$ cat src/rtl/bcrc_pkg.sv
`default_nettype none
// ----------------------------------------------------------------------------
// bcrc_pkg
// Shared constants and control types for the charge request controller.
// ----------------------------------------------------------------------------
package bcrc_pkg;

    localparam int CFG_INDEX_W = 3;
    localparam int CFG_DATA_W  = 15;

    localparam logic [CFG_INDEX_W-1:0] REG_IMB_SET    = 3'd0;
    localparam logic [CFG_INDEX_W-1:0] REG_IMB_CLEAR  = 3'd1;
    localparam logic [CFG_INDEX_W-1:0] REG_OV_SET     = 3'd2;
    localparam logic [CFG_INDEX_W-1:0] REG_OV_CLEAR   = 3'd3;
    localparam logic [CFG_INDEX_W-1:0] REG_POWER      = 3'd4;
    localparam logic [CFG_INDEX_W-1:0] REG_TAPER      = 3'd5;
    localparam logic [CFG_INDEX_W-1:0] REG_FULL       = 3'd6;
    localparam logic [CFG_INDEX_W-1:0] REG_LIMIT      = 3'd7;

    localparam logic [12:0] RST_IMB_SET   = 13'd100;
    localparam logic [12:0] RST_IMB_CLEAR = 13'd50;
    localparam logic [12:0] RST_OV_SET    = 13'd4250;
    localparam logic [12:0] RST_OV_CLEAR  = 13'd4150;
    localparam logic [14:0] RST_POWER     = 15'd6600;
    localparam logic [12:0] RST_TAPER     = 13'd4100;
    localparam logic [12:0] RST_FULL      = 13'd4200;
    localparam logic [12:0] RST_LIMIT     = 13'd100;

    localparam logic [13:0] CHARGE_VOLTAGE_DV = 14'd6000;
    localparam logic [14:0] PACK_MARGIN_DV    = 15'd100;
    localparam logic [12:0] CUR_MAX           = 13'd8191;

    localparam int DIVIDEND_W = 26;
    localparam int DIVISOR_W  = 15;
    localparam int DIV_CNT_W  = 5;
    localparam logic [DIV_CNT_W-1:0] DIV_LAST = 5'(DIVIDEND_W - 1);

    typedef struct packed {
        logic load_in;
        logic upd_flags;
        logic load_prod;
        logic setup;
        logic load_quot;
        logic load_out;
    } bcrc_cmd_t;

    typedef struct packed {
        logic connected;
        logic need_div;
        logic div_done;
    } bcrc_status_t;

endpackage
`default_nettype wire

$ cat src/rtl/bcrc_divider.sv
`default_nettype none
// ----------------------------------------------------------------------------
// bcrc_divider
// Restoring divider that produces one quotient bit per cycle.
// ----------------------------------------------------------------------------
module bcrc_divider (
    input  wire logic        aclk,
    input  wire logic        aresetn,
    input  wire logic        start,
    input  wire logic [25:0] dividend,
    input  wire logic [14:0] divisor,
    output logic             done,
    output logic [25:0]      quotient
);
    import bcrc_pkg::*;

    logic                  active_reg, active_next;
    logic                  done_reg, done_next;
    logic [DIV_CNT_W-1:0]  cnt_reg, cnt_next;
    logic [DIVIDEND_W-1:0] quo_reg, quo_next;
    logic [DIVISOR_W-1:0]  rem_reg, rem_next;
    logic [DIVISOR_W-1:0]  dvs_reg, dvs_next;
    logic [DIVISOR_W:0]    rem_shift;
    logic [DIVISOR_W+1:0]  diff;

    assign rem_shift = {rem_reg, quo_reg[DIVIDEND_W-1]};
    assign diff      = {1'b0, rem_shift} - {2'b00, dvs_reg};

    always_comb begin
        active_next = active_reg;
        done_next   = 1'b0;
        cnt_next    = cnt_reg;
        quo_next    = quo_reg;
        rem_next    = rem_reg;
        dvs_next    = dvs_reg;
        if (start) begin
            active_next = 1'b1;
            cnt_next    = '0;
            quo_next    = dividend;
            rem_next    = '0;
            dvs_next    = divisor;
        end else if (active_reg) begin
            if (!diff[DIVISOR_W+1]) begin
                rem_next = diff[DIVISOR_W-1:0];
                quo_next = {quo_reg[DIVIDEND_W-2:0], 1'b1};
            end else begin
                rem_next = rem_shift[DIVISOR_W-1:0];
                quo_next = {quo_reg[DIVIDEND_W-2:0], 1'b0};
            end
            cnt_next = cnt_reg + 1'b1;
            if (cnt_reg == DIV_LAST) begin
                active_next = 1'b0;
                done_next   = 1'b1;
            end
        end
    end

    always_ff @(posedge aclk) begin
        if (!aresetn) begin
            active_reg <= 1'b0;
            done_reg   <= 1'b0;
            cnt_reg    <= '0;
        end else begin
            active_reg <= active_next;
            done_reg   <= done_next;
            cnt_reg    <= cnt_next;
        end
    end

    always_ff @(posedge aclk) begin
        quo_reg <= quo_next;
        rem_reg <= rem_next;
        dvs_reg <= dvs_next;
    end

    assign done     = done_reg;
    assign quotient = quo_reg;

endmodule
`default_nettype wire

$ cat src/rtl/bcrc_datapath.sv
`default_nettype none
// ----------------------------------------------------------------------------
// bcrc_datapath
// Configuration registers, hysteresis flags, current arithmetic and result.
// ----------------------------------------------------------------------------
module bcrc_datapath (
    input  wire logic                aclk,
    input  wire logic                aresetn,
    input  wire logic                cfg_we,
    input  wire logic [2:0]          cfg_index,
    input  wire logic [14:0]         cfg_wdata,
    input  wire logic [7:0]          s_charger_status,
    input  wire logic [12:0]         s_max_cell_mv,
    input  wire logic [12:0]         s_min_cell_mv,
    input  wire logic [13:0]         s_pack_voltage_dv,
    input  wire bcrc_pkg::bcrc_cmd_t cmd,
    output bcrc_pkg::bcrc_status_t   status,
    output logic [13:0]              m_voltage_request_dv,
    output logic [12:0]              m_current_request_da,
    output logic                     m_charge_allowed
);
    import bcrc_pkg::*;

    logic [12:0] imb_set_reg, imb_clr_reg, ov_set_reg, ov_clr_reg;
    logic [14:0] power_reg;
    logic [12:0] taper_reg, full_reg, limit_reg;

    logic        conn_reg, imb_flag_reg, ov_flag_reg;
    logic [12:0] max_reg, min_reg;
    logic [13:0] pack_reg;
    logic [27:0] prod_reg;
    logic [12:0] cur_reg, cur_next;
    logic [13:0] out_v_reg;
    logic [12:0] out_i_reg;
    logic        out_a_reg;

    logic signed [13:0] imb, num, den;
    logic [13:0]        num_neg, den_neg;
    logic [12:0]        abs_num, abs_den;
    logic               sign_mis, den_zero, taper_sel, allowed;
    logic [14:0]        div_sum, mul_b;
    logic [21:0]        pnum;
    logic [27:0]        prod_next;
    logic [25:0]        dividend, quotient;
    logic [14:0]        divisor;
    logic               need_div, div_done;

    always_ff @(posedge aclk) begin
        if (!aresetn) begin
            imb_set_reg <= RST_IMB_SET;
            imb_clr_reg <= RST_IMB_CLEAR;
            ov_set_reg  <= RST_OV_SET;
            ov_clr_reg  <= RST_OV_CLEAR;
            power_reg   <= RST_POWER;
            taper_reg   <= RST_TAPER;
            full_reg    <= RST_FULL;
            limit_reg   <= RST_LIMIT;
        end else if (cfg_we) begin
            case (cfg_index)
                REG_IMB_SET:   imb_set_reg <= cfg_wdata[12:0];
                REG_IMB_CLEAR: imb_clr_reg <= cfg_wdata[12:0];
                REG_OV_SET:    ov_set_reg  <= cfg_wdata[12:0];
                REG_OV_CLEAR:  ov_clr_reg  <= cfg_wdata[12:0];
                REG_POWER:     power_reg   <= cfg_wdata;
                REG_TAPER:     taper_reg   <= cfg_wdata[12:0];
                REG_FULL:      full_reg    <= cfg_wdata[12:0];
                REG_LIMIT:     limit_reg   <= cfg_wdata[12:0];
                default: begin
                end
            endcase
        end
    end

    assign imb       = $signed({1'b0, max_reg}) - $signed({1'b0, min_reg});
    assign num       = $signed({1'b0, full_reg}) - $signed({1'b0, max_reg});
    assign den       = $signed({1'b0, full_reg}) - $signed({1'b0, taper_reg});
    assign num_neg   = -num;
    assign den_neg   = -den;
    assign abs_num   = num[13] ? num_neg[12:0] : num[12:0];
    assign abs_den   = den[13] ? den_neg[12:0] : den[12:0];
    assign sign_mis  = num[13] != den[13];
    assign den_zero  = den == 14'sd0;
    assign taper_sel = max_reg > taper_reg;
    assign allowed   = !(imb_flag_reg || ov_flag_reg);

    assign div_sum   = {1'b0, pack_reg} + PACK_MARGIN_DV;
    assign mul_b     = taper_sel ? {2'b00, abs_num} : div_sum;
    assign prod_next = 28'(limit_reg) * 28'(mul_b);
    assign pnum      = 22'(power_reg) * 22'd100;

    always_comb begin
        if (!allowed) begin
            need_div = 1'b0;
        end else if (taper_sel) begin
            need_div = !den_zero && !sign_mis;
        end else begin
            need_div = prod_reg > 28'(pnum);
        end
    end

    assign dividend = taper_sel ? prod_reg[25:0] : 26'(pnum);
    assign divisor  = taper_sel ? {2'b00, abs_den} : div_sum;

    bcrc_divider u_divider (
        .aclk     (aclk),
        .aresetn  (aresetn),
        .start    (cmd.setup && need_div),
        .dividend (dividend),
        .divisor  (divisor),
        .done     (div_done),
        .quotient (quotient)
    );

    always_comb begin
        cur_next = cur_reg;
        if (cmd.setup) begin
            if (!allowed) begin
                cur_next = '0;
            end else if (taper_sel && !den_zero) begin
                cur_next = '0;
            end else begin
                cur_next = limit_reg;
            end
        end else if (cmd.load_quot) begin
            cur_next = (quotient > 26'(CUR_MAX)) ? CUR_MAX : quotient[12:0];
        end
    end

    always_ff @(posedge aclk) begin
        if (!aresetn) begin
            conn_reg     <= 1'b0;
            imb_flag_reg <= 1'b0;
            ov_flag_reg  <= 1'b0;
        end else begin
            if (cmd.load_in && s_charger_status != 8'd0) begin
                conn_reg <= 1'b1;
            end
            if (cmd.upd_flags) begin
                if (imb > $signed({1'b0, imb_set_reg})) begin
                    imb_flag_reg <= 1'b1;
                end else if (imb < $signed({1'b0, imb_clr_reg})) begin
                    imb_flag_reg <= 1'b0;
                end
                if (max_reg > ov_set_reg) begin
                    ov_flag_reg <= 1'b1;
                end else if (max_reg < ov_clr_reg) begin
                    ov_flag_reg <= 1'b0;
                end
            end
        end
    end

    always_ff @(posedge aclk) begin
        if (cmd.load_in) begin
            max_reg  <= s_max_cell_mv;
            min_reg  <= s_min_cell_mv;
            pack_reg <= s_pack_voltage_dv;
        end
        if (cmd.load_prod) begin
            prod_reg <= prod_next;
        end
        cur_reg <= cur_next;
        if (cmd.load_out) begin
            out_v_reg <= allowed ? CHARGE_VOLTAGE_DV : 14'd0;
            out_i_reg <= cur_reg;
            out_a_reg <= allowed;
        end
    end

    assign status.connected = conn_reg;
    assign status.need_div  = need_div;
    assign status.div_done  = div_done;

    assign m_voltage_request_dv = out_v_reg;
    assign m_current_request_da = out_i_reg;
    assign m_charge_allowed     = out_a_reg;

endmodule
`default_nettype wire

$ cat src/rtl/bcrc_ctrl.sv
`default_nettype none
// ----------------------------------------------------------------------------
// bcrc_ctrl
// Sequencer for one evaluation tick and the result beat valid flag.
// ----------------------------------------------------------------------------
module bcrc_ctrl (
    input  wire logic                  aclk,
    input  wire logic                  aresetn,
    input  wire logic                  s_valid,
    output logic                       s_ready,
    output logic                       m_valid,
    input  wire logic                  m_ready,
    input  wire bcrc_pkg::bcrc_status_t status,
    output bcrc_pkg::bcrc_cmd_t         cmd
);
    import bcrc_pkg::*;

    localparam logic [2:0] ST_IDLE   = 3'd0;
    localparam logic [2:0] ST_CHECK  = 3'd1;
    localparam logic [2:0] ST_FLAGS  = 3'd2;
    localparam logic [2:0] ST_MUL    = 3'd3;
    localparam logic [2:0] ST_SETUP  = 3'd4;
    localparam logic [2:0] ST_DIV    = 3'd5;
    localparam logic [2:0] ST_RESULT = 3'd6;

    logic [2:0] state_reg, state_next;
    logic       mvalid_reg, mvalid_next;

    always_comb begin
        state_next  = state_reg;
        mvalid_next = mvalid_reg && !m_ready;
        cmd         = '0;
        s_ready     = 1'b0;
        case (state_reg)
            ST_IDLE: begin
                s_ready = 1'b1;
                if (s_valid) begin
                    cmd.load_in = 1'b1;
                    state_next  = ST_CHECK;
                end
            end
            ST_CHECK: begin
                state_next = status.connected ? ST_FLAGS : ST_IDLE;
            end
            ST_FLAGS: begin
                cmd.upd_flags = 1'b1;
                state_next    = ST_MUL;
            end
            ST_MUL: begin
                cmd.load_prod = 1'b1;
                state_next    = ST_SETUP;
            end
            ST_SETUP: begin
                cmd.setup  = 1'b1;
                state_next = status.need_div ? ST_DIV : ST_RESULT;
            end
            ST_DIV: begin
                if (status.div_done) begin
                    cmd.load_quot = 1'b1;
                    state_next    = ST_RESULT;
                end
            end
            ST_RESULT: begin
                if (!mvalid_reg || m_ready) begin
                    cmd.load_out = 1'b1;
                    mvalid_next  = 1'b1;
                    state_next   = ST_IDLE;
                end
            end
            default: begin
                state_next = ST_IDLE;
            end
        endcase
    end

    always_ff @(posedge aclk) begin
        if (!aresetn) begin
            state_reg  <= ST_IDLE;
            mvalid_reg <= 1'b0;
        end else begin
            state_reg  <= state_next;
            mvalid_reg <= mvalid_next;
        end
    end

    assign m_valid = mvalid_reg;

endmodule
`default_nettype wire

$ cat src/rtl/battery_charge_request_control.sv
`default_nettype none
// ----------------------------------------------------------------------------
// battery_charge_request_control
// Charge voltage and current request with hysteresis and current taper.
// ----------------------------------------------------------------------------
// Each input beat is one evaluation tick with the charger status byte and the
// cell and pack measurements. A nonzero status byte latches the connected
// state; ticks before that produce no result beat. A connected tick produces
// exactly one result beat with the voltage and current requests.
// Configuration is written through cfg_we, cfg_index and cfg_wdata; the user
// must write it only while the block is idle, which the block itself does not
// enforce, and a write takes effect at once. Ticks are taken one at a time:
// the next tick is accepted in the cycle after the result is loaded, or after
// the check state when the tick is not connected. A needed division is done by
// the 26-step restoring divider.
// The result sits in an output register; a stalled receiver does not block
// the next input beat, which is processed until its own result is ready.
// Reset clears the connected latch, both flags and loads register defaults.
// ----------------------------------------------------------------------------
module battery_charge_request_control (
    input  wire logic        aclk,
    input  wire logic        aresetn,
    input  wire logic        cfg_we,
    input  wire logic [2:0]  cfg_index,
    input  wire logic [14:0] cfg_wdata,
    input  wire logic        s_valid,
    output logic             s_ready,
    input  wire logic [7:0]  s_charger_status,
    input  wire logic [12:0] s_max_cell_mv,
    input  wire logic [12:0] s_min_cell_mv,
    input  wire logic [13:0] s_pack_voltage_dv,
    output logic             m_valid,
    input  wire logic        m_ready,
    output logic [13:0]      m_voltage_request_dv,
    output logic [12:0]      m_current_request_da,
    output logic             m_charge_allowed
);
    import bcrc_pkg::*;

    bcrc_cmd_t    cmd;
    bcrc_status_t status;

    bcrc_ctrl u_ctrl (
        .aclk    (aclk),
        .aresetn (aresetn),
        .s_valid (s_valid),
        .s_ready (s_ready),
        .m_valid (m_valid),
        .m_ready (m_ready),
        .status  (status),
        .cmd     (cmd)
    );

    bcrc_datapath u_datapath (
        .aclk                 (aclk),
        .aresetn              (aresetn),
        .cfg_we               (cfg_we),
        .cfg_index            (cfg_index),
        .cfg_wdata            (cfg_wdata),
        .s_charger_status     (s_charger_status),
        .s_max_cell_mv        (s_max_cell_mv),
        .s_min_cell_mv        (s_min_cell_mv),
        .s_pack_voltage_dv    (s_pack_voltage_dv),
        .cmd                  (cmd),
        .status               (status),
        .m_voltage_request_dv (m_voltage_request_dv),
        .m_current_request_da (m_current_request_da),
        .m_charge_allowed     (m_charge_allowed)
    );

    assert property (@(posedge aclk) disable iff (!aresetn)
        (m_valid && !m_charge_allowed) |->
            (m_voltage_request_dv == 14'd0 && m_current_request_da == 13'd0))
        else $error("disallowed result carries a nonzero request");

    assert property (@(posedge aclk) disable iff (!aresetn)
        (m_valid && m_charge_allowed) |-> (m_voltage_request_dv == CHARGE_VOLTAGE_DV))
        else $error("allowed result carries a wrong voltage request");

    assert property (@(posedge aclk) disable iff (!aresetn)
        (s_valid && s_ready) |=> !s_ready)
        else $error("input accepted while a tick is still in progress");

endmodule
`default_nettype wire

$ cat config.mk
export PLATFORM = sky130hd
export DESIGN_NAME = battery_charge_request_control
export DESIGN_NICKNAME = d
export VERILOG_FILES = /design/src/rtl/bcrc_pkg.sv /design/src/rtl/bcrc_divider.sv /design/src/rtl/bcrc_datapath.sv /design/src/rtl/bcrc_ctrl.sv /design/src/rtl/battery_charge_request_control.sv
export SDC_FILE = /design/constraint.sdc
export NUM_CORES = 1
export LEC_CHECK = 0
export BUFFER_PORTS_ARGS = -buffer_cell sky130_fd_sc_hd__buf_4
export CAP_MARGIN = 10
export CORE_ASPECT_RATIO = 0.9
export CORE_MARGIN = 4
export CORE_UTILIZATION = 55
export CTS_BUF_LIST = sky130_fd_sc_hd__clkbuf_2
export CTS_CLUSTER_DIAMETER = 80
export DETAILED_ROUTE_END_ITERATION = 8
export PLACE_DENSITY = 0.82
export SYNTH_ARGS = -nofsm -noshare
export SYNTH_HDL_FRONTEND = slang
export SYNTH_SLANG_ARGS = --single-unit
$ cat constraint.sdc
create_clock -name aclk -period 21.6 [get_ports aclk]
set_clock_uncertainty 0.15 [all_clocks]
set_input_delay 4.32 -clock aclk [delete_from_list [all_inputs] [get_ports aclk]]
set_output_delay 4.32 -clock aclk [all_outputs]
set_load 0.02 [all_outputs]
==> impl_metrics.sql, run 1 <==
INSERT INTO impl_metrics (metric_group, metric, value, unit) VALUES
('logic_synthesis', 'ys_ff_latch', '271', ''),
('min_path', 'hold_path_depth', '0', ''),
('global_routing', 'grt_antenna_before_repair', '1', ''),
('clock_tree', 'number_of_sinks_on_the_clock_net', '271', ''),
('logic_synthesis', 'synth_xor_area_share', '3.56', '%'),
('min_path', 'timing.hold.worst.start', 'u_datapath.cur_reg[11]', ''),
('logic_synthesis', 'synth_top_family_by_area', 'adder cells', ''),
('floorplan', 'floorplan.die.width', '228', 'um'),
('flow_run', 'cap_viol_max_count', '0', ''),
('logic_synthesis', 'yosys_warnings', '0', ''),
('placed_design', 'gp_congestion', '0.949', ''),
('finish', 'finalNetCount', '3224', ''),
('floorplan', 'rows', '72', ''),
('power', 'power.static_leakage', '11.7', 'nW'),
('routing', 'dr_wl_met3', '4880', 'um'),
('setup_path', 'critical_path.reg2reg.endpoint', 'u_datapath.prod_reg[26]', ''),
('routing', 'num_vias', '19400', ''),
('logic_synthesis', 'combined_area_of_all_synthesized_cells', '23900', 'sq um'),
('routing', 'remaining_drc_errors', '0', ''),
('logic_synthesis', 'synth-adder-area-share', '27.1', '%'),
('finish', 'final_util', '59.6', '%'),
('routing', 'drt_iter0_drc', '1619', ''),
('floorplan', 'fp.dieArea', '46800', 'sq um'),
('setup_path', 'critical_path.endpoint_type', 'flop', ''),
('run_status', 'result_of_the_run', 'finished clean', ''),
('logic_synthesis', 'post_synth_and_or_nand_nor_area_fraction', '16.8', '%'),
('setup_path', 'data_required_time_at_the_worst_endpoint', '22.19', 'ns'),
('clock_tree', 'cts_hold_repair.buffers', '0', ''),
('logic_synthesis', 'synth-edff-count', '136', ''),
('finish', 'mostFrequentLayoutCells', '390 x sky130_fd_sc_hd__nand2_1, 373 x sky130_fd_sc_hd__inv_1, 265 x sky130_fd_sc_hd__ha_1', ''),
('timing', 'worst_slew_pin_slew', '1.20', 'ns'),
('clock_tree', 'postCtsSetupRepairBufs', '0', ''),
('placed_design', 'detailed_place_hpwl', '46500', 'um'),
('routing', 'route.detailed.wl_per_inst', '18.5', 'um'),
('clock_tree', 'ctsHtreeMaxLevel', '3', ''),
('logic_synthesis', 'yosys-mux-area-fraction', '1.70', '%'),
('finish', 'drive_above_1_share', '9.81', '%'),
('setup_path', 'worstPathArrival', '9.86', 'ns'),
('min_path', 'holdCritPathClass', 'flop to flop', ''),
('setup_path', 'reg2reg_slack', '12.33', 'ns'),
('routing', 'top_layer', 'met4', ''),
('global_routing', 'grt_usage', '26.9', '%'),
('clock_tree', 'cts_inserted_buffers', '75', ''),
('global_routing', 'grt_pass1_wl', '99500', 'um'),
('routing', 'drt_first_pass_iters', '6', ''),
('power', 'worst_ir_drop_vdd', '146', 'uV'),
('logic_synthesis', 'proportion_of_register_bits_with_asynchronous_set_or_reset_after_synthesis', '0', '%'),
('routing', 'wl_met1', '25900', 'um'),
('timing', 'fin_crit', '9.27', 'ns'),
('timing', 'final_slew_viol_count', '0', ''),
('finish', 'area_growth', '7.09', '%'),
('setup_path', 'crit_path_max_incr_delay', '0.87', 'ns'),
('global_routing', 'grt_max_degree', '112', ''),
('setup_path', 'crit_path_top_delay_cell', 'sky130_fd_sc_hd__a21oi_1', ''),
('floorplan', 'core_area', '42900', 'sq um'),
('timing', 'grt_setup_unrepaired', 'no', ''),
('routing', 'antenna_left', '0', ''),
('clock_tree', 'cts-resized-gates', '0', ''),
('setup_path', 'timing.critical_path.buf_inv', '4', ''),
('setup_path', 'critical_path_class', 'flop to flop', ''),
('setup_path', 'r2r_cells', '29', ''),
('floorplan', 'ios', '101', ''),
('timing', 'timing.setup.tns', '0', 'ns'),
('finish', 'max_reg_flops', '28', ''),
('timing', 'setup_viols_final', '0', ''),
('floorplan', 'die_h', '206', 'um'),
('min_path', 'min_delay_worst_endpoint', 'u_datapath.m_current_request_da[11]', ''),
('finish', 'mostFrequentLayoutCell', 'sky130_fd_sc_hd__nand2_1', ''),
('power', 'powerDensity', '102', 'nW/um^2'),
('clock_tree', 'clock_path_buffers', '3', ''),
('floorplan', 'initial_core_util', '55.6', '%');
## report_power, final
part / internal (W) / switching, W
combinational: 0.000631 / 0.000922
sequential: 0.000628 / 0.0000330
clock: 0.000156 / 0.000224
total: 0.00142 / 0.00118
## final cells by class
type / instances / area [sq um]
antenna: 1 / 2.50
clock buffer: 106 / 531
clock inverter: 24 / 158
fill: 3607 / 17300
inverter: 374 / 1410
multi-input combinational: 1897 / 15100
sequential: 271 / 6790
tap: 555 / 694
timing repair buffer: 112 / 852
## kinds of logic after synthesis
group / after synthesis
and+or+nand+nor: 847
buffers and inverters: 494
AOI/OAI and AO/OA: 491
adders and majority gates: 422
DFF: 271
xor gates and xnor gates: 97
muxes: 33
other: 1
## Yosys cell counts, types with 13 or more instances
| cell type | instances | area, sq um |
|---|---|---|
| sky130_fd_sc_hd__edfxtp_1 | 136 | 4080 |
| sky130_fd_sc_hd__clkbuf_1 | 74 | 278 |
| sky130_fd_sc_hd__o21a_1 | 30 | 225 |
| sky130_fd_sc_hd__a21oi_1 | 90 | 450 |
| sky130_fd_sc_hd__nand2_1 | 390 | 1460 |
| sky130_fd_sc_hd__or3_1 | 23 | 144 |
| sky130_fd_sc_hd__nor2_1 | 121 | 454 |
| sky130_fd_sc_hd__inv_1 | 373 | 1400 |
| sky130_fd_sc_hd__mux2_4 | 13 | 195 |
| sky130_fd_sc_hd__o2bb2ai_1 | 13 | 114 |
| sky130_fd_sc_hd__o31ai_1 | 14 | 105 |
| sky130_fd_sc_hd__o211ai_1 | 34 | 255 |
| sky130_fd_sc_hd__xnor2_1 | 63 | 552 |
| sky130_fd_sc_hd__nor3_1 | 43 | 215 |
| sky130_fd_sc_hd__xor2_1 | 34 | 298 |
| sky130_fd_sc_hd__a21o_1 | 37 | 278 |
| sky130_fd_sc_hd__nand2b_1 | 16 | 100 |
| sky130_fd_sc_hd__and2_1 | 109 | 682 |
| sky130_fd_sc_hd__a21boi_0 | 84 | 631 |
| sky130_fd_sc_hd__dfxtp_1 | 135 | 2700 |
| sky130_fd_sc_hd__nand4_1 | 23 | 144 |
| sky130_fd_sc_hd__and3_1 | 15 | 93.8 |
| sky130_fd_sc_hd__buf_4 | 25 | 188 |
| sky130_fd_sc_hd__nor4_1 | 13 | 81.3 |
| sky130_fd_sc_hd__nand3_1 | 35 | 175 |
| sky130_fd_sc_hd__fa_1 | 157 | 3140 |
| sky130_fd_sc_hd__ha_1 | 265 | 3320 |
| sky130_fd_sc_hd__o21ai_0 | 89 | 445 |
| sky130_fd_sc_hd__nor2b_1 | 28 | 175 |
| sky130_fd_sc_hd__a211oi_1 | 21 | 158 |
## per-layer routing
| layer | vias up | global-route usage, % |
|---|---|---|
| met3 | 188 | 5.04 |
| met1 | 9270 | 34.9 |
| met5 | - | 0 |
| li1 | 9091 | - |
| met4 | 0 | 11.6 |
| met2 | 806 | 44.1 |
## worst max path at each step
stage               slack [ns]  depth (start not counted)                       to                  start
floorplan                13.61                         31  u_datapath.prod_reg[26]  u_datapath.max_reg[2]
global placement         12.70                         29  u_datapath.prod_reg[26]  u_datapath.max_reg[2]
detailed placement       12.47                         29  u_datapath.prod_reg[26]  u_datapath.max_reg[1]
CTS                      12.45                         29  u_datapath.prod_reg[26]  u_datapath.max_reg[1]
global route             11.67                         30  u_datapath.prod_reg[26]  u_datapath.max_reg[2]
finish                   12.33                         29  u_datapath.prod_reg[26]  u_datapath.max_reg[1]
## stage by stage
stage	worst slack (ns)	hold WS, ns	power [W]	cell area, sq um	std cells
final	12.33	0.278	0.00259	25500	3340
after global routing	11.67	0.283	0.00284	25500	3340
after CTS	12.45	0.278	0.00258	25500	3336
after detailed placement	12.47	0.260	0.00219	24800	3206
after global placement	12.70	0.257	0.00212	24800	3206
after floorplan	13.61	0.250	0.00182	23900	2662
No activity file was read; power rests on OpenSTA's default activity.
==> inputs of run 2 (changes only) <==
PLACE_DENSITY = 0.85   (was 0.82)
clock period = 8.3 ns   (was 21.6 ns; I/O delays follow)
==> impl_metrics.sql, run 2 (synthesis gave the netlist of run 1 again) <==
INSERT INTO impl_metrics (metric_group, metric, value, unit) VALUES
('run_status', 'result_of_the_run', 'finished clean', ''),
('floorplan', 'floorplan.die.width', '228', 'um'),
('finish', 'drive_above_1_share', '14.0', '%'),
('timing', 'fin_crit', '8.08', 'ns'),
('setup_path', 'worstPathArrival', '8.68', 'ns'),
('setup_path', 'crit_path_top_delay_cell', 'sky130_fd_sc_hd__fa_1', ''),
('clock_tree', 'clock_path_buffers', '3', ''),
('clock_tree', 'cts.clk_slew.worst_paths', '0.10', 'ns'),
('power', 'powerDensity', '282', 'nW/um^2'),
('setup_path', 'start_kind', 'flop', ''),
('placed_design', 'placedInstanceArea', '25200', 'sq um'),
('setup_path', 'critical_path_class', 'flop to flop', ''),
('routing', 'drt_first_pass_iters', '6', ''),
('routing', 'drt-vias-per-instance', '5.89', ''),
('finish', 'mostFrequentLayoutCell', 'sky130_fd_sc_hd__nand2_1', ''),
('finish', 'area.sequential', '6790', 'sq um'),
('floorplan', 'die_h', '206', 'um'),
('global_routing', 'grt_max_degree', '123', ''),
('setup_path', 'path_delay_family', 'adder cells', ''),
('clock_tree', 'clock_insertion_delay_worst_skew', '1.03', 'ns'),
('power', 'worst_ir_drop_vdd', '490', 'uV'),
('global_routing', 'grt_antenna_before_repair', '3', ''),
('timing', 'worst_slew_pin_slew', '1.20', 'ns'),
('floorplan', 'fp.dieArea', '46800', 'sq um'),
('timing', 'layout_worst_path_cycle_share', '97.3', '%'),
('global_routing', 'grt_usage', '28.2', '%'),
('clock_tree', 'ctsHtreeMaxLevel', '3', ''),
('placed_design', 'detailed_place_hpwl', '48900', 'um'),
('finish', 'max_reg_flops', '28', ''),
('setup_path', 'data_required_time_at_the_worst_endpoint', '8.90', 'ns'),
('clock_tree', 'number_of_sinks_on_the_clock_net', '271', ''),
('placed_design', 'io_buffer_count', '93', ''),
('timing', 'setup_viols_final', '0', ''),
('timing', 'final_slew_viol_count', '0', ''),
('floorplan', 'rows', '72', ''),
('clock_tree', 'clock-root-buffer', 'sky130_fd_sc_hd__clkbuf_2', ''),
('timing', 'hold_viol_final', '0', ''),
('finish', 'fillerInstances', '3550', ''),
('routing', 'drt_iter0_drc', '1774', ''),
('power', 'p_total', '0.00746', 'W'),
('routing', 'drt-total-wl', '65600', 'um'),
('min_path', 'holdCritPathClass', 'flop to flop', ''),
('setup_path', 'timing.critical_path.buf_inv', '6', ''),
('setup_path', 'critical_path.endpoint_type', 'flop', ''),
('finish', 'area_of_the_multi_input_gates', '15500', 'sq um'),
('timing', 'slew_headroom', '19.9', '%'),
('floorplan', 'core_area', '42900', 'sq um'),
('finish', 'finalNetCount', '3282', ''),
('timing', 'fmax', '124', 'MHz'),
('finish', 'mostFrequentLayoutCells', '390 x sky130_fd_sc_hd__nand2_1, 371 x sky130_fd_sc_hd__inv_1, 257 x sky130_fd_sc_hd__ha_1', ''),
('setup_path', 'crit_path_max_incr_delay', '0.58', 'ns'),
('global_routing', 'grt_pass1_vias', '20500', ''),
('clock_tree', 'tritoncts', 'done', ''),
('global_routing', 'grt_pass1_wl', '105000', 'um'),
('setup_path', 'reg2reg_slack', '0.22', 'ns'),
('routing', 'num_vias', '20000', ''),
('setup_path', 'critPathMostFrequentCell', 'sky130_fd_sc_hd__fa_1', ''),
('setup_path', 'crit_path_max_fanout', '6', ''),
('power', 'power.static_leakage', '12.0', 'nW'),
('floorplan', 'initial_core_util', '55.6', '%'),
('clock_tree', 'cts_inserted_buffers', '73', ''),
('finish', 'area_growth', '11.0', '%'),
('routing', 'antenna_left', '0', ''),
('flow_run', 'cap_viol_max_count', '0', ''),
('global_routing', 'global_route.overflow_total', '0', ''),
('finish', 'layout.cell_area.non_filler', '26500', 'sq um'),
('routing', 'remaining_drc_errors', '0', ''),
('routing', 'route.detailed.wl_per_inst', '19.3', 'um'),
('floorplan', 'ios', '101', ''),
('placed_design', 'gp_congestion', '0.926', '');
run 2: stage by stage:
stage	cells	util, %	TNS (ns)	worst slack (ns)	hold WS [ns]
final	3398	61.7	0	0.224	0.275
after global routing	3398	61.7	-0.113	-0.0619	0.287
after CTS	3372	60.5	0	0.00997	0.266
after detailed placement	3244	58.7	-0.458	-0.214	0.255
after global placement	3244	58.7	0	0.0335	0.256
after floorplan	2662	-	0	0.309	0.250
run 2: layout make-up:
type                       count  share of cell area (%)
multi-input combinational   1897                    58.6
clock inverter                18                   0.638
sequential                   271                    25.6
tap                          555                    2.62
inverter                     374                    5.33
antenna                        2                  0.0189
timing repair buffer         172                    5.09
clock buffer                 109                    2.06
run 2: timing repair:
item / CTS / global route
endpoints found under the setup margin: 4 / 11
resized for setup: 15 / 69
setup buffers: 1 / 22
gates cloned: 0 / 1
hold buffers: 0 / 0
pin swaps: 1 / 32
run 2: where the power goes:
group          total (W)  switching [W]  internal, W
combinational    0.00470        0.00268      0.00202
clock            0.00105       0.000604     0.000447
sequential       0.00171      0.0000797      0.00163
total            0.00746        0.00336      0.00410
run 2: path summary, 6_finish.rpt:
path,cells after the start,endpoint,from
min,0,u_datapath.m_current_request_da[6],u_datapath.cur_reg[6]
max,30,u_datapath.prod_reg[27],u_datapath.full_reg[0]
min reg2reg,0,u_datapath.m_current_request_da[6],u_datapath.cur_reg[6]
max reg2reg,30,u_datapath.prod_reg[27],u_datapath.full_reg[0]
run 2: metal layers:
| layer | track usage (%) | wire, um | up-vias |
|---|---|---|---|
| met3 | 6.46 | 5940 | 202 |
| met2 | 45.6 | 30100 | 886 |
| met5 | 0 | 13 | - |
| met4 | 11.0 | 2620 | 2 |
| li1 | - | - | 9208 |
| met1 | 36.9 | 26900 | 9728 |
==> inputs of run 3 (changes only) <==
ABC_AREA = 1   (was default)
==> impl_metrics.sql, run 3 <==
INSERT INTO impl_metrics (metric_group, metric, value, unit) VALUES
('logic_synthesis', 'combined_area_of_all_synthesized_cells', '23300', 'sq um'),
('setup_path', 'critPathMostFrequentCell', 'sky130_fd_sc_hd__nand2_1', ''),
('timing', 'hold_viol_final', '0', ''),
('logic_synthesis', 'synth_top_area_cell', 'sky130_fd_sc_hd__edfxtp_1', ''),
('logic_synthesis', 'synth-adder-area-share', '27.7', '%'),
('floorplan', 'fp.dieArea', '45700', 'sq um'),
('timing', 'timing.setup.tns', '0', 'ns'),
('placed_design', 'io_buffer_count', '93', ''),
('logic_synthesis', 'synth_seq_area_share', '29.1', '%'),
('logic_synthesis', 'proportion_of_register_bits_with_asynchronous_set_or_reset_after_synthesis', '0', '%'),
('setup_path', 'r2r_cells', '32', ''),
('min_path', 'holdCritPathClass', 'flop to flop', ''),
('min_path', 'timing.hold.worst.start', 'u_datapath.cur_reg[8]', ''),
('logic_synthesis', 'yosys-mux-area-fraction', '0', '%'),
('clock_tree', 'tritoncts', 'done', ''),
('placed_design', 'gp_congestion', '0.970', ''),
('clock_tree', 'clock-root-buffer', 'sky130_fd_sc_hd__clkbuf_2', ''),
('flow_run', 'cap_viol_max_count', '0', ''),
('setup_path', 'crit_path_top_delay_cell', 'sky130_fd_sc_hd__edfxtp_1', ''),
('global_routing', 'grt_max_degree', '78', ''),
('finish', 'area.sequential', '6790', 'sq um'),
('global_routing', 'grt_usage', '27.0', '%'),
('finish', 'fillerInstances', '3588', ''),
('logic_synthesis', 'synth_compound_area_share', '12.4', '%'),
('timing', 'fin_crit', '7.91', 'ns'),
('finish', 'mostFrequentLayoutCells', '541 x sky130_fd_sc_hd__inv_1, 530 x sky130_fd_sc_hd__nand2_1, 265 x sky130_fd_sc_hd__ha_1', ''),
('timing', 'hold_slack', '0.260', 'ns'),
('clock_tree', 'cts_hold_repair.buffers', '0', ''),
('routing', 'remaining_drc_errors', '0', ''),
('finish', 'max_reg_flops', '28', ''),
('placed_design', 'detailed_place_hpwl', '47300', 'um'),
('logic_synthesis', 'synth_xor_area_share', '2.99', '%'),
('clock_tree', 'clock_insertion_delay_worst_skew', '1.05', 'ns'),
('setup_path', 'worstPathArrival', '8.48', 'ns'),
('floorplan', 'rows', '71', ''),
('routing', 'drt_iter0_drc', '1957', ''),
('timing', 'worst_slew_pin_slew', '0.846', 'ns'),
('timing', 'slew_headroom', '43.4', '%'),
('clock_tree', 'number_of_sinks_on_the_clock_net', '271', ''),
('logic_synthesis', 'yosys_most_used_dff', 'sky130_fd_sc_hd__edfxtp_1', ''),
('floorplan', 'ios', '101', ''),
('clock_tree', 'cts_inserted_buffers', '73', ''),
('finish', 'area_growth', '7.75', '%'),
('timing', 'setup_viols_final', '0', ''),
('power', 'power.static_leakage', '12.6', 'nW'),
('finish', 'finalNetCount', '3486', ''),
('run_status', 'result_of_the_run', 'finished clean', ''),
('routing', 'drt-vias-per-instance', '5.53', ''),
('setup_path', 'reg2reg_slack', '0.39', 'ns'),
('global_routing', 'global_route.overflow_total', '0', ''),
('finish', 'area_of_the_multi_input_gates', '14100', 'sq um'),
('setup_path', 'critical_path.endpoint_type', 'flop', ''),
('setup_path', 'start_kind', 'flop', ''),
('setup_path', 'crit_path_max_incr_delay', '0.58', 'ns'),
('logic_synthesis', 'yosys_warnings', '0', ''),
('routing', 'drt_first_pass_iters', '7', ''),
('logic_synthesis', 'synth_top_family_by_area', 'adder cells', ''),
('min_path', 'hold_path_depth', '0', ''),
('logic_synthesis', 'post_synth_and_or_nand_nor_area_fraction', '16.9', '%'),
('timing', 'layout_worst_path_cycle_share', '95.3', '%'),
('timing', 'grt_setup_unrepaired', 'no', ''),
('logic_synthesis', 'synth_area_per_cell', '8.07', 'sq um'),
('clock_tree', 'clock_path_buffers', '3', ''),
('routing', 'route.detailed.wl_per_inst', '17.0', 'um'),
('logic_synthesis', 'synth_cell_type_count', '58', ''),
('finish', 'mostFrequentLayoutCell', 'sky130_fd_sc_hd__inv_1', ''),
('routing', 'num_vias', '19900', ''),
('setup_path', 'crit-reg2reg-launch', 'u_datapath.max_reg[5]', ''),
('logic_synthesis', 'ys_ff_latch', '271', ''),
('min_path', 'min_delay_worst_endpoint', 'u_datapath.m_current_request_da[8]', ''),
('setup_path', 'critical_path.reg2reg.endpoint', 'u_datapath.prod_reg[27]', ''),
('setup_path', 'crit_path_max_fanout', '8', ''),
('floorplan', 'initial_core_util', '55.7', '%'),
('logic_synthesis', 'post-synth-top-count-cell', 'sky130_fd_sc_hd__inv_1', ''),
('logic_synthesis', 'netlist.area_leader.share', '17.5', '%'),
('global_routing', 'grt_pass1_vias', '19400', ''),
('global_routing', 'grt_pass1_wl', '99100', 'um'),
('logic_synthesis', 'yosys-top-cells-count', '541 x sky130_fd_sc_hd__inv_1, 530 x sky130_fd_sc_hd__nand2_1, 265 x sky130_fd_sc_hd__ha_1', ''),
('finish', 'drive_above_1_share', '9.33', '%'),
('clock_tree', 'cts.clk_slew.worst_paths', '0.10', 'ns'),
('timing', 'final_slew_viol_count', '0', ''),
('setup_path', 'critical_path_class', 'flop to flop', ''),
('setup_path', 'data_required_time_at_the_worst_endpoint', '8.87', 'ns'),
('power', 'worst_ir_drop_vdd', '694', 'uV'),
('logic_synthesis', 'dominant_cells_by_area_after_synthesis', 'sky130_fd_sc_hd__edfxtp_1 18%, sky130_fd_sc_hd__ha_1 14%, sky130_fd_sc_hd__fa_1 13%', ''),
('logic_synthesis', 'synth_cells', '2885', ''),
('clock_tree', 'ctsHtreeMaxLevel', '3', ''),
('routing', 'drt-total-wl', '61300', 'um'),
('timing', 'fmax', '126', 'MHz'),
('power', 'powerDensity', '418', 'nW/um^2'),
('logic_synthesis', 'synth-edff-count', '136', ''),
('floorplan', 'core_area', '41800', 'sq um'),
('global_routing', 'grt_antenna_before_repair', '5', ''),
('routing', 'antenna_left', '0', ''),
('floorplan', 'die_h', '203', 'um'),
('floorplan', 'floorplan.die.width', '225', 'um');
run 3: changes by cell type after synthesis, moves of 53 or more:
cell,previous run,this run
sky130_fd_sc_hd__nor2_1,121,230
sky130_fd_sc_hd__a21boi_0,84,4
sky130_fd_sc_hd__o21ai_0,89,211
sky130_fd_sc_hd__nand3_1,35,88
sky130_fd_sc_hd__inv_1,373,541
sky130_fd_sc_hd__and2_1,109,2
sky130_fd_sc_hd__nand2_1,390,530
sky130_fd_sc_hd__a21oi_1,90,220
run 3: layout make-up:
type                    count  share of cell area, %
repair buffers            110                   3.29
multi-input cells        1981                   56.0
flip-flops and latches    271                   27.0
well taps                 547                   2.73
clock inverters            26                  0.553
clock buffers             101                   2.01
diodes                      6                 0.0598
inverters                 556                   8.31
run 3: what timing repair did:
item	4_1_cts	5_1_grt
gates resized for setup	0	2
endpoints found under the setup margin	0	4
setup buffers	0	3
run 3: critical path, delay by kind of cell (launching register included):
kind | cells | cell delay, ns
and+or+nand+nor | 16 | 2.29
DFF | 1 | 0.58
adders and majority gates | 7 | 3.39
AOI/OAI and AO/OA | 3 | 0.52
buffers and inverters | 4 | 0.25
xor gates and xnor gates | 2 | 0.43
run 3: stage by stage:
step                      instance area (sq um)  cells  util, %  total power, W  setup slack [ns]
after floorplan                           23300   2891        -         0.00759              1.15
after global placement                    24400   3462     58.3         0.00913             0.635
after detailed placement                  24400   3462     58.3         0.00936             0.516
after CTS                                 25000   3589     59.9          0.0103             0.513
after global routing                      25100   3597     60.0          0.0116           0.00767
final                                     25100   3598     60.0          0.0105             0.387
run 3: logic make-up after synthesis:
logic type                 after synthesis
AOI/OAI and AO/OA                      528
xor gates and xnor gates                77
adders and majority gates              422
buffers and inverters                  639
DFF                                    271
other                                    1
and+or+nand+nor                        947
run 3: routing by layer:
metal / up-vias / GRT usage (%) / routed length (um)
met5: - / 0 / 13
met4: 2 / 10.9 / 2260
met3: 174 / 7.04 / 6620
met2: 985 / 41.8 / 27000
met1: 9206 / 36.5 / 25300
li1: 9546 / - / -
run 3: where the power goes:
part	internal, W	total (W)	leakage (nW)	switching, W
Combinational	0.00271	0.00744	9.78	0.00473
Clock	0.000363	0.000951	0.489	0.000588
Sequential	0.00195	0.00210	2.34	0.000149
run 3: worst max path at each step:
stage                               to  slack (ns)                  start  cells after the start
3_3_place_gp   u_datapath.prod_reg[27]        0.63  u_datapath.max_reg[1]                     31
5_1_grt        u_datapath.prod_reg[27]       0.008  u_datapath.max_reg[5]                     31
2_1_floorplan  u_datapath.prod_reg[19]        1.15  u_datapath.max_reg[0]                     32
3_5_place_dp   u_datapath.prod_reg[19]        0.52  u_datapath.max_reg[1]                     33
6_report       u_datapath.prod_reg[27]        0.39  u_datapath.max_reg[5]                     32
4_1_cts        u_datapath.prod_reg[27]        0.51  u_datapath.max_reg[1]                     31
